--- config.mk ---
export PLATFORM = sky130hd
export DESIGN_NAME = iso_timestamp_to_epoch_parser
export DESIGN_NICKNAME = d
export VERILOG_FILES = /design/src/itp_pkg.sv /design/src/itp_scanner.sv /design/src/itp_mac.sv /design/src/itp_convert.sv /design/src/iso_timestamp_to_epoch_parser.sv
export SDC_FILE = /design/constraint.sdc
export NUM_CORES = 1
export LEC_CHECK = 0
export BUFFER_PORTS_ARGS = -buffer_cell sky130_fd_sc_hd__buf_2
export CAP_MARGIN = 20
export CORE_MARGIN = 1
export CORE_UTILIZATION = 27
export CTS_BUF_LIST = sky130_fd_sc_hd__clkbuf_4
export DETAILED_ROUTE_END_ITERATION = 8
export SLEW_MARGIN = 20
export SYNTH_ARGS = -nofsm -noshare
export SYNTH_HDL_FRONTEND = slang
export SYNTH_SLANG_ARGS = --single-unit
--- constraint.sdc ---
create_clock -name clk_i -period 18.1 [get_ports clk_i]
set_input_delay 0.905 -clock clk_i [delete_from_list [all_inputs] [get_ports clk_i]]
set_output_delay 0.905 -clock clk_i [all_outputs]
set_load 0.005 [all_outputs]
--- src/itp_pkg.sv ---
// ----------------------------------------------------------------------------
// itp_pkg: shared types and constants of the timestamp parser
// Word types, parse phases, sequencer steps and calendar constants.
// ----------------------------------------------------------------------------
`default_nettype none

package itp_pkg;

  localparam logic [13:0] EARLIEST_YEAR_RST = 14'd2023;
  localparam logic [4:0]  FIXED_LEN         = 5'd19;
  localparam logic [6:0]  OFFSET_SAT        = 7'd99;

  localparam logic [7:0] CH_DASH  = 8'h2D;
  localparam logic [7:0] CH_PLUS  = 8'h2B;
  localparam logic [7:0] CH_COLON = 8'h3A;
  localparam logic [7:0] CH_T     = 8'h54;
  localparam logic [7:0] CH_Z     = 8'h5A;
  localparam logic [7:0] CH_NUL   = 8'h00;
  localparam logic [7:0] CH_ZERO  = 8'h30;
  localparam logic [7:0] CH_NINE  = 8'h39;

  localparam int unsigned ERA_DAYS    = 146097;
  localparam int unsigned SHIFT_YEARS = 400;
  localparam int unsigned EPOCH_DAYS  = 719468;
  localparam logic [39:0] DAYS_BIAS   = 40'(EPOCH_DAYS + ERA_DAYS);
  localparam logic [14:0] YEAR_SHIFT  = 15'(SHIFT_YEARS);
  localparam logic [17:0] RECIP_25    = 18'd5243;
  localparam int unsigned RECIP_SHIFT = 17;

  typedef enum logic [2:0] {
    PH_MAIN     = 3'd0,
    PH_SKIP     = 3'd1,
    PH_OH_FIRST = 3'd2,
    PH_OH       = 3'd3,
    PH_OM_FIRST = 3'd4,
    PH_OM       = 3'd5,
    PH_DONE     = 3'd6
  } itp_phase_e;

  typedef enum logic [3:0] {
    ST_IDLE  = 4'd0,
    ST_DIV   = 4'd1,
    ST_DAYS  = 4'd2,
    ST_SEC_D = 4'd3,
    ST_SEC_H = 4'd4,
    ST_SEC_M = 4'd5,
    ST_OFF_H = 4'd6,
    ST_OFF_M = 4'd7,
    ST_DONE  = 4'd8
  } itp_step_e;

  typedef struct packed {
    logic [7:0] text_byte;
    logic       end_of_text;
  } itp_in_t;

  typedef struct packed {
    logic        valid_res;
    logic [37:0] unix_time;
  } itp_out_t;

  typedef struct packed {
    logic [13:0] year;
    logic [6:0]  month;
    logic [6:0]  day;
    logic [6:0]  hour;
    logic [6:0]  minute;
    logic [6:0]  second;
    logic        zone_neg;
    logic [6:0]  off_hour;
    logic [6:0]  off_minute;
    logic        format_ok;
  } itp_fields_t;

  // Days from March 1 to the first day of the given month.
  function automatic logic [8:0] itp_month_base(input logic [6:0] month);
    logic [8:0] base;
    case (month)
      7'd3:    base = 9'd0;
      7'd4:    base = 9'd31;
      7'd5:    base = 9'd61;
      7'd6:    base = 9'd92;
      7'd7:    base = 9'd122;
      7'd8:    base = 9'd153;
      7'd9:    base = 9'd184;
      7'd10:   base = 9'd214;
      7'd11:   base = 9'd245;
      7'd12:   base = 9'd275;
      7'd1:    base = 9'd306;
      7'd2:    base = 9'd337;
      default: base = 9'd0;
    endcase
    return base;
  endfunction

endpackage

`default_nettype wire

--- src/itp_scanner.sv ---
// ----------------------------------------------------------------------------
// itp_scanner: byte-wise timestamp text scanner
// Collects the date, time and zone fields one text byte per word.
// ----------------------------------------------------------------------------
`default_nettype none

module itp_scanner
  import itp_pkg::*;
(
  input  wire logic        clk_i,
  input  wire logic        rst_ni,
  input  wire logic        accept_i,
  input  wire itp_in_t     in_i,
  output      itp_fields_t fields_o
);

  localparam logic [4:0] POS_YEAR_END  = 5'd3;
  localparam logic [4:0] POS_MON_DASH  = 5'd4;
  localparam logic [4:0] POS_MON_END   = 5'd6;
  localparam logic [4:0] POS_DAY_DASH  = 5'd7;
  localparam logic [4:0] POS_DAY_END   = 5'd9;
  localparam logic [4:0] POS_T         = 5'd10;
  localparam logic [4:0] POS_HOUR_END  = 5'd12;
  localparam logic [4:0] POS_MIN_COLON = 5'd13;
  localparam logic [4:0] POS_MIN_END   = 5'd15;
  localparam logic [4:0] POS_SEC_COLON = 5'd16;

  itp_phase_e  phase_q, phase_d;
  logic [4:0]  pos_q, pos_d;
  logic [13:0] year_q, year_d;
  logic [6:0]  month_q, month_d;
  logic [6:0]  day_q, day_d;
  logic [6:0]  hour_q, hour_d;
  logic [6:0]  minute_q, minute_d;
  logic [6:0]  second_q, second_d;
  logic        neg_q, neg_d;
  logic [6:0]  oh_q, oh_d;
  logic [6:0]  om_q, om_d;
  logic        err_q, err_d;

  logic [7:0]  c;
  logic        dig;
  logic [3:0]  d;
  logic [9:0]  oh_n, om_n;

  function automatic logic [6:0] acc2(input logic [6:0] v, input logic [3:0] dv);
    return 7'(11'(v) * 11'd10 + 11'(dv));
  endfunction

  assign c    = in_i.text_byte;
  assign dig  = (c >= CH_ZERO) && (c <= CH_NINE);
  assign d    = dig ? 4'(c - CH_ZERO) : 4'd0;
  assign oh_n = 10'(oh_q) * 10'd10 + 10'(d);
  assign om_n = 10'(om_q) * 10'd10 + 10'(d);

  always_comb begin
    phase_d  = phase_q;
    pos_d    = pos_q;
    year_d   = year_q;
    month_d  = month_q;
    day_d    = day_q;
    hour_d   = hour_q;
    minute_d = minute_q;
    second_d = second_q;
    neg_d    = neg_q;
    oh_d     = oh_q;
    om_d     = om_q;
    err_d    = err_q;
    if (accept_i) begin
      case (phase_q)
        PH_MAIN: begin
          if (pos_q == POS_MON_DASH || pos_q == POS_DAY_DASH) begin
            if (c != CH_DASH) err_d = 1'b1;
          end else if (pos_q == POS_T) begin
            if (c != CH_T) err_d = 1'b1;
          end else if (pos_q == POS_MIN_COLON || pos_q == POS_SEC_COLON) begin
            if (c != CH_COLON) err_d = 1'b1;
          end else if (!dig) begin
            err_d = 1'b1;
          end else if (pos_q <= POS_YEAR_END) begin
            year_d = 14'(18'(year_q) * 18'd10 + 18'(d));
          end else if (pos_q <= POS_MON_END) begin
            month_d = acc2(month_q, d);
          end else if (pos_q <= POS_DAY_END) begin
            day_d = acc2(day_q, d);
          end else if (pos_q <= POS_HOUR_END) begin
            hour_d = acc2(hour_q, d);
          end else if (pos_q <= POS_MIN_END) begin
            minute_d = acc2(minute_q, d);
          end else begin
            second_d = acc2(second_q, d);
          end
          pos_d = pos_q + 5'd1;
          if (pos_d >= FIXED_LEN) begin
            pos_d   = FIXED_LEN;
            phase_d = PH_SKIP;
          end
        end
        PH_SKIP: begin
          if (c == CH_PLUS) begin
            neg_d   = 1'b0;
            phase_d = PH_OH_FIRST;
          end else if (c == CH_DASH) begin
            neg_d   = 1'b1;
            phase_d = PH_OH_FIRST;
          end else if (c == CH_Z) begin
            phase_d = PH_DONE;
          end else if (c == CH_NUL) begin
            err_d   = 1'b1;
            phase_d = PH_DONE;
          end
        end
        PH_OH_FIRST, PH_OH: begin
          if (dig) begin
            oh_d    = (oh_n > 10'(OFFSET_SAT)) ? OFFSET_SAT : oh_n[6:0];
            phase_d = PH_OH;
          end else if (c == CH_COLON && phase_q == PH_OH) begin
            phase_d = PH_OM_FIRST;
          end else begin
            err_d   = 1'b1;
            phase_d = PH_DONE;
          end
        end
        PH_OM_FIRST: begin
          if (dig) begin
            om_d    = (om_n > 10'(OFFSET_SAT)) ? OFFSET_SAT : om_n[6:0];
            phase_d = PH_OM;
          end else begin
            err_d   = 1'b1;
            phase_d = PH_DONE;
          end
        end
        PH_OM: begin
          if (dig) begin
            om_d = (om_n > 10'(OFFSET_SAT)) ? OFFSET_SAT : om_n[6:0];
          end else begin
            phase_d = PH_DONE;
          end
        end
        default: begin
        end
      endcase
    end
  end

  always_comb begin
    fields_o.year       = year_d;
    fields_o.month      = month_d;
    fields_o.day        = day_d;
    fields_o.hour       = hour_d;
    fields_o.minute     = minute_d;
    fields_o.second     = second_d;
    fields_o.zone_neg   = neg_d;
    fields_o.off_hour   = oh_d;
    fields_o.off_minute = om_d;
    fields_o.format_ok  = !err_d && (phase_d == PH_OM || phase_d == PH_DONE);
  end

  always_ff @(posedge clk_i or negedge rst_ni) begin
    if (!rst_ni) begin
      phase_q  <= PH_MAIN;
      pos_q    <= '0;
      year_q   <= '0;
      month_q  <= '0;
      day_q    <= '0;
      hour_q   <= '0;
      minute_q <= '0;
      second_q <= '0;
      neg_q    <= 1'b0;
      oh_q     <= '0;
      om_q     <= '0;
      err_q    <= 1'b0;
    end else if (accept_i && in_i.end_of_text) begin
      phase_q  <= PH_MAIN;
      pos_q    <= '0;
      year_q   <= '0;
      month_q  <= '0;
      day_q    <= '0;
      hour_q   <= '0;
      minute_q <= '0;
      second_q <= '0;
      neg_q    <= 1'b0;
      oh_q     <= '0;
      om_q     <= '0;
      err_q    <= 1'b0;
    end else begin
      phase_q  <= phase_d;
      pos_q    <= pos_d;
      year_q   <= year_d;
      month_q  <= month_d;
      day_q    <= day_d;
      hour_q   <= hour_d;
      minute_q <= minute_d;
      second_q <= second_d;
      neg_q    <= neg_d;
      oh_q     <= oh_d;
      om_q     <= om_d;
      err_q    <= err_d;
    end
  end

endmodule

`default_nettype wire

--- src/itp_mac.sv ---
// ----------------------------------------------------------------------------
// itp_mac: shared multiply-accumulate unit
// Registers a * b + c when enabled; used for every multiply-add step of the conversion.
// ----------------------------------------------------------------------------
`default_nettype none

module itp_mac (
  input  wire logic               clk_i,
  input  wire logic               en_i,
  input  wire logic signed [23:0] a_i,
  input  wire logic signed [17:0] b_i,
  input  wire logic signed [39:0] c_i,
  output      logic signed [39:0] acc_o
);

  logic signed [41:0] prod;
  logic signed [39:0] acc_q, acc_d;

  assign prod  = a_i * b_i;
  assign acc_d = c_i + prod[39:0];
  assign acc_o = acc_q;

  always_ff @(posedge clk_i) begin
    if (en_i) begin
      acc_q <= acc_d;
    end
  end

endmodule

`default_nettype wire

--- src/itp_convert.sv ---
// ----------------------------------------------------------------------------
// itp_convert: range check and civil date to epoch conversion
// A small sequencer drives the shared multiply-accumulate unit step by step.
// ----------------------------------------------------------------------------
`default_nettype none

module itp_convert
  import itp_pkg::*;
(
  input  wire logic        clk_i,
  input  wire logic        rst_ni,
  input  wire logic        start_i,
  input  wire itp_fields_t fields_i,
  input  wire logic [13:0] earliest_year_i,
  output      logic        busy_o,
  output      logic        out_valid_o,
  input  wire logic        out_ready_i,
  output      itp_out_t    out_data_o
);

  itp_step_e   state_q, state_d;
  itp_fields_t f_q;
  logic        ok_q;
  logic        range_ok;
  logic        out_valid_q, out_valid_d;
  itp_out_t    out_q;
  logic        out_load;
  logic        res_ok;

  logic        mac_en;
  logic signed [23:0] mac_a;
  logic signed [17:0] mac_b;
  logic signed [39:0] mac_c;
  logic signed [39:0] acc;

  logic [14:0] y_shift;
  logic [12:0] y4;
  logic [6:0]  q100;
  logic [4:0]  q400;
  logic [39:0] k_u;

  assign range_ok = fields_i.format_ok &&
                    fields_i.year >= earliest_year_i &&
                    fields_i.month >= 7'd1 && fields_i.month <= 7'd12 &&
                    fields_i.day >= 7'd1 && fields_i.day <= 7'd31 &&
                    fields_i.hour <= 7'd23 && fields_i.minute <= 7'd59 &&
                    fields_i.second <= 7'd60 && fields_i.off_hour <= 7'd23 &&
                    fields_i.off_minute <= 7'd59;

  assign y_shift = 15'(f_q.year) + YEAR_SHIFT - ((f_q.month <= 7'd2) ? 15'd1 : 15'd0);
  assign y4      = y_shift[14:2];
  assign q100    = acc[RECIP_SHIFT+6:RECIP_SHIFT];
  assign q400    = q100[6:2];
  assign k_u     = 40'(y4) - 40'(q100) + 40'(q400) + 40'(itp_month_base(f_q.month)) +
                   40'(f_q.day) - 40'd1 - DAYS_BIAS;

  itp_mac u_mac (
    .clk_i (clk_i),
    .en_i  (mac_en),
    .a_i   (mac_a),
    .b_i   (mac_b),
    .c_i   (mac_c),
    .acc_o (acc)
  );

  assign res_ok = ok_q && !acc[39];

  always_comb begin
    state_d     = state_q;
    out_valid_d = out_valid_q;
    out_load    = 1'b0;
    mac_en      = 1'b1;
    mac_a       = '0;
    mac_b       = '0;
    mac_c       = acc;
    if (out_valid_q && out_ready_i) out_valid_d = 1'b0;
    case (state_q)
      ST_IDLE: begin
        mac_en = 1'b0;
        if (start_i) state_d = range_ok ? ST_DIV : ST_DONE;
      end
      ST_DIV: begin
        mac_a   = $signed(24'(y4));
        mac_b   = $signed(RECIP_25);
        mac_c   = '0;
        state_d = ST_DAYS;
      end
      ST_DAYS: begin
        mac_a   = $signed(24'(y_shift));
        mac_b   = 18'sd365;
        mac_c   = $signed(k_u);
        state_d = ST_SEC_D;
      end
      ST_SEC_D: begin
        mac_a   = acc[23:0];
        mac_b   = 18'sd86400;
        mac_c   = $signed(40'(f_q.second));
        state_d = ST_SEC_H;
      end
      ST_SEC_H: begin
        mac_a   = $signed(24'(f_q.hour));
        mac_b   = 18'sd3600;
        state_d = ST_SEC_M;
      end
      ST_SEC_M: begin
        mac_a   = $signed(24'(f_q.minute));
        mac_b   = 18'sd60;
        state_d = ST_OFF_H;
      end
      ST_OFF_H: begin
        mac_a   = $signed(24'(f_q.off_hour));
        mac_b   = f_q.zone_neg ? 18'sd3600 : -18'sd3600;
        state_d = ST_OFF_M;
      end
      ST_OFF_M: begin
        mac_a   = $signed(24'(f_q.off_minute));
        mac_b   = f_q.zone_neg ? 18'sd60 : -18'sd60;
        state_d = ST_DONE;
      end
      ST_DONE: begin
        mac_en = 1'b0;
        if (!out_valid_q || out_ready_i) begin
          out_load    = 1'b1;
          out_valid_d = 1'b1;
          state_d     = ST_IDLE;
        end
      end
      default: begin
        mac_en  = 1'b0;
        state_d = ST_IDLE;
      end
    endcase
  end

  always_ff @(posedge clk_i or negedge rst_ni) begin
    if (!rst_ni) begin
      state_q     <= ST_IDLE;
      out_valid_q <= 1'b0;
    end else begin
      state_q     <= state_d;
      out_valid_q <= out_valid_d;
    end
  end

  always_ff @(posedge clk_i) begin
    if (state_q == ST_IDLE && start_i) begin
      f_q  <= fields_i;
      ok_q <= range_ok;
    end
    if (out_load) begin
      out_q.valid_res <= res_ok;
      out_q.unix_time <= res_ok ? acc[37:0] : '0;
    end
  end

  assign busy_o      = (state_q != ST_IDLE);
  assign out_valid_o = out_valid_q;
  assign out_data_o  = out_q;

endmodule

`default_nettype wire

--- src/iso_timestamp_to_epoch_parser.sv ---
// ----------------------------------------------------------------------------
// iso_timestamp_to_epoch_parser: ISO 8601 timestamp text to Unix epoch
// Scans timestamp text bytes and converts the final fields to epoch seconds.
// ----------------------------------------------------------------------------
//  channel | direction | word
//  in      | input     | itp_in_t  (text_byte, end_of_text)
//  out     | output    | itp_out_t (valid_res, unix_time)
//  cfg     | input     | earliest_year, 14 bits
//
//  Text bytes are taken one per cycle while no conversion is running.
//  A final byte starts the conversion: seven multiply-add steps and a load, so
//  input is held off until the result is loaded; a failed check skips the steps.
//  An unread result word does not stop scanning, but the next conversion waits
//  in its load step until that word is taken.
//  Reset clears the parse state and the sequencer and sets earliest_year to 2023.
// ----------------------------------------------------------------------------
`default_nettype none

module iso_timestamp_to_epoch_parser
  import itp_pkg::*;
(
  input  wire logic        clk_i,
  input  wire logic        rst_ni,
  input  wire logic        in_valid_i,
  output      logic        in_ready_o,
  input  wire itp_in_t     in_data_i,
  output      logic        out_valid_o,
  input  wire logic        out_ready_i,
  output      itp_out_t    out_data_o,
  input  wire logic        cfg_valid_i,
  output      logic        cfg_ready_o,
  input  wire logic [13:0] cfg_data_i
);

  logic        earliest_year_q;
  logic [13:0] year_min_q;
  logic        in_accept;
  logic        conv_busy;
  itp_fields_t fields;

  assign cfg_ready_o = 1'b1;
  assign in_ready_o  = !conv_busy;
  assign in_accept   = in_valid_i && in_ready_o;

  always_ff @(posedge clk_i or negedge rst_ni) begin
    if (!rst_ni) begin
      year_min_q      <= EARLIEST_YEAR_RST;
      earliest_year_q <= 1'b0;
    end else begin
      earliest_year_q <= cfg_valid_i;
      if (cfg_valid_i && cfg_ready_o) year_min_q <= cfg_data_i;
    end
  end

  itp_scanner u_scanner (
    .clk_i    (clk_i),
    .rst_ni   (rst_ni),
    .accept_i (in_accept),
    .in_i     (in_data_i),
    .fields_o (fields)
  );

  itp_convert u_convert (
    .clk_i           (clk_i),
    .rst_ni          (rst_ni),
    .start_i         (in_accept && in_data_i.end_of_text),
    .fields_i        (fields),
    .earliest_year_i (year_min_q),
    .busy_o          (conv_busy),
    .out_valid_o     (out_valid_o),
    .out_ready_i     (out_ready_i),
    .out_data_o      (out_data_o)
  );

`ifndef SYNTHESIS
  a_final_blocks_input: assert property (@(posedge clk_i) disable iff (!rst_ni)
    in_valid_i && in_ready_o && in_data_i.end_of_text |=> !in_ready_o)
    else $error("input still ready after a final byte");

  a_invalid_is_zero: assert property (@(posedge clk_i) disable iff (!rst_ni)
    out_valid_o && !out_data_o.valid_res |-> out_data_o.unix_time == 38'd0)
    else $error("invalid result carries a nonzero epoch");

  a_result_frees_input: assert property (@(posedge clk_i) disable iff (!rst_ni)
    $rose(out_valid_o) |-> in_ready_o)
    else $error("sequencer not idle when a result appears");

  a_cfg_tracked: assert property (@(posedge clk_i) disable iff (!rst_ni)
    earliest_year_q |-> year_min_q == $past(cfg_data_i))
    else $error("configuration write not taken");
`endif

endmodule

`default_nettype wire

==> results.md <==
* TNS Setup at 0 ns
* Setup violators final at 0
* Top post-synthesis cells by area: fa_1 31%, edfxtp_1 14%, ha_1 11%
* Vias after detailed routing at roughly 22000
* Die ar. at 116000 um2
* Max Clk Rate at 81.9 MHz
* Adder-cell share of the synthesized area at 41.6%
* Max incr delay on CP at between 0.7 and 0.8 ns
* Reg clk slew, reported paths at 0.07 ns
* Max Cap Viol at 0
* Met1 wire length at 37100 um
* Nets@finish at 4166
* Commonest cells in the netlist: 620 x inv_1, 477 x fa_1, 270 x ha_1, 251 x nand2_1, 186 x nor2_1
* Max layer used: met4
* Complex-gate fraction of the synthesized area at 8.77%
* Final worst setup slack at 5.88 ns
* Die Wd at 341 um
* Share of layout cells above drive strength 1 at roughly 7.7%
* Final Wtd Congestion at 0.892
* Crit path max fanout at 10
* Setup crit end kind: flop
* Async SR Flop Fraction at between 30% and 40%
* Port-buffer cells at 68
* Sequential share of the synthesized area at 22.0%
* Top cell type's share of synthesized area at 30.8%
* Die height at 341 um
* Post-Synth XOR/XNOR Area at about 4.4%
* Num ports at 70
* Arr. time, crit path at 12.76 ns
* Bufs and invs on worst path at 6
* Placeable Area at approximately 110000 um2
* Max_slew headroom at 27.4%
* Largest family of logic cells by synthesized area: adder cells
* WL met2 at 39600 um
* Antenna violations before repair at 6
* Critical path's slowest cell: a2111oi_0
* Number of CTS-inserted buffers at 68
* Root buffer cell: clkbuf_4
* Number of setup buffers added after CTS at 0
* Fillers at 12141
* Post-Synthesis Cells at 3139
* Mean Syn Cell Area at just under 10 um2
* Post-Route WL at around 82000 um
* Hold WC Path Type: input pin to flop
* Resize count post-CTS at 0
* Min Clock Period, post-route at approximately 12 ns
* Crit share post-route at 67.5%
* Status: complete, no violations
* Worst path most repeated cell: ha_1
* Simple-Gate Fraction of Synth Area at 13.1%
* Vias in the first global route at 23439
* CP top delay family: adder cells
* Slew @ Worst Pin at 1.08 ns
* GRT overflow at 0
* Power per cell area at approximately 140 nW/um2
* Max Slew Vio Count at 0
* Worst EP required at 18.65 ns
* Total power at 0.00477 W
* Mux cell area share after synthesis at 1.62%
* Estimated wirelength of the detail-placed design at between 60000 and 70000 um
* Clock Sinks at 245
* WL/cell at between 15 and 20 um
* Pre-CTS WS at 5.94 ns
* Cts hold-fix bufs at 1
* Max clock buf depth at 3
* Yosys reg bits at 245
* Synth area leader: fa_1
* Pin count of the biggest net entering global routing at 78
* Antenna viol nets, final at 0
* Post-synth EDFFs at 144
* Netlist cell types at 93
* H-Tree Depth at 3
* Critical path startpoint category: flop
* Met3 WL post-DR at 3450 um
* Count leader, synth: inv_1
* Final hold violations at 0
* Synth Cell Area at roughly 31000 um2
* GR Util All Layers at approximately 15%
* Via-to-Cell Ratio at between 4 and 5
* RSZ-0062 raised after global routing: false
* TritonCTS clock tree: done
* Max Clock Skew at 0.0804 ns
* Initial core utilization at 27.2%
* FP Rows at 124
* Clock latency on the worst-skew pair at 0.85 ns
* DRC viols at 0
* First-pass DRT Iterations at 6
* First-pass GRT wire length at between 100000 and 150000 um
* Leakage power at 16.6 nW
* Starting DRT DRC Count at around 1400
* Yosys warnings at 0
* Area growth syn-to-layout at 12.1%
* Maximum VDD drop at 249 uV
* Dominant synthesized flop cell: edfxtp_1
* CP Class: flop to flop
-- metrics by stage --
stage | std cells | hold WS (ns) | utilization (%) | area [um2]
floorplan | 3302 | 0.480 | - | 31700
global placement | 4831 | 0.505 | 29.6 | 33800
detailed placement | 4831 | 0.507 | 29.6 | 33800
CTS | 4957 | 0.196 | 30.5 | 34800
global route | 4962 | 0.254 | 30.5 | 34800
finish | 4965 | 0.302 | 30.5 | 34800
-- state kept, by name (all words and copies together), names as in the netlist, named ones only --
signal,cells
u_convert.f_q,64
u_convert.u_mac.acc_o,40
u_convert.out_data_o,39
u_scanner.year_q,14
year_min_q,14
u_scanner.day_q,7
u_scanner.hour_q,7
u_scanner.minute_q,7
u_scanner.month_q,7
u_scanner.oh_q,7
u_scanner.om_q,7
u_scanner.second_q,7
u_scanner.pos_q,5
u_convert.state_q,4
u_scanner.phase_q,3
u_convert.ok_q,1
u_convert.out_valid_o,1
u_scanner.err_q,1
u_scanner.neg_q,1
-- area by class of cell --
class	count	area, um2	area share (%)
diodes	7	17.5	0.0503
clock buffers	89	668	1.92
clock inverters	36	262	0.751
inverters	622	2340	6.71
multi-input cells	2359	22300	64.0
flip-flops and latches	245	6820	19.6
well taps	1512	1890	5.44
repair buffers	95	548	1.57
-- path summary, 6_finish.rpt --
check                           slack [ns]  cells past startpoint                                  end                        start
worst max register to register        5.88                     45  u_convert.u_mac.acc_o[39]$_DFFE_PP_  u_convert.f_q[48]$_DFFE_PP_
worst min-delay path                  0.30                      3            year_min_q[3]$_DFFE_PN0P_                cfg_data_i[3]
worst max-delay path                  5.88                     45  u_convert.u_mac.acc_o[39]$_DFFE_PP_  u_convert.f_q[48]$_DFFE_PP_
min in group asynchronous             0.58                      2            u_scanner.neg_q$_DFF_PN0_                       rst_ni
worst min register to register        0.51                      2            year_min_q[1]$_DFFE_PN1P_    year_min_q[1]$_DFFE_PN1P_
max in group asynchronous            16.32                      3      u_scanner.minute_q[1]$_DFF_PN0_                       rst_ni
-- power by group --
group	internal, W	switching (W)
clock	0.000291	0.000270
combinational	0.00150	0.00189
sequential	0.000800	0.0000282
-- metal layers --
metal | up-vias | global-route usage (%)
met4 | 0 | 4.27
met3 | 114 | 1.73
met1 | 11219 | 19.9
met2 | 496 | 24.5
met5 | - | 0
li1 | 10512 | -
-- layout by cell type (no fill, tap or decap), types with 61 or more instances in the layout --
cell type	count
edfxtp_1	144
xor2_1	61
buf_2	67
dfrtp_1	83
o21ai_0	117
inv_1	619
nand2_1	250
ha_1	270
a21oi_1	123
nor2_1	186
clkbuf_4	90
conb_1	165
fa_1	477
xnor2_1	92
and2_1	110
-- tightest hold or removal path: stages --
cell and delay (ns):
buf_2 0.08, nand2_1 0.04, o21ai_0 0.06
-- kinds of logic (layout without fill, tap and decap cells) --
| logic type | count (synthesis) | in the layout |
|---|---|---|
| flip-flops | 245 | 245 |
| AND/OR/NAND/NOR | 814 | 814 |
| AO/OA/AOI/OAI | 434 | 434 |
| adder cells (fa/ha/maj) | 747 | 747 |
| buffers and inverters | 698 | 842 |
| other | 2 | 172 |
| XOR/XNOR | 154 | 154 |
| multiplexers | 45 | 45 |
Note: power is estimated with default switching activity, not from simulation.
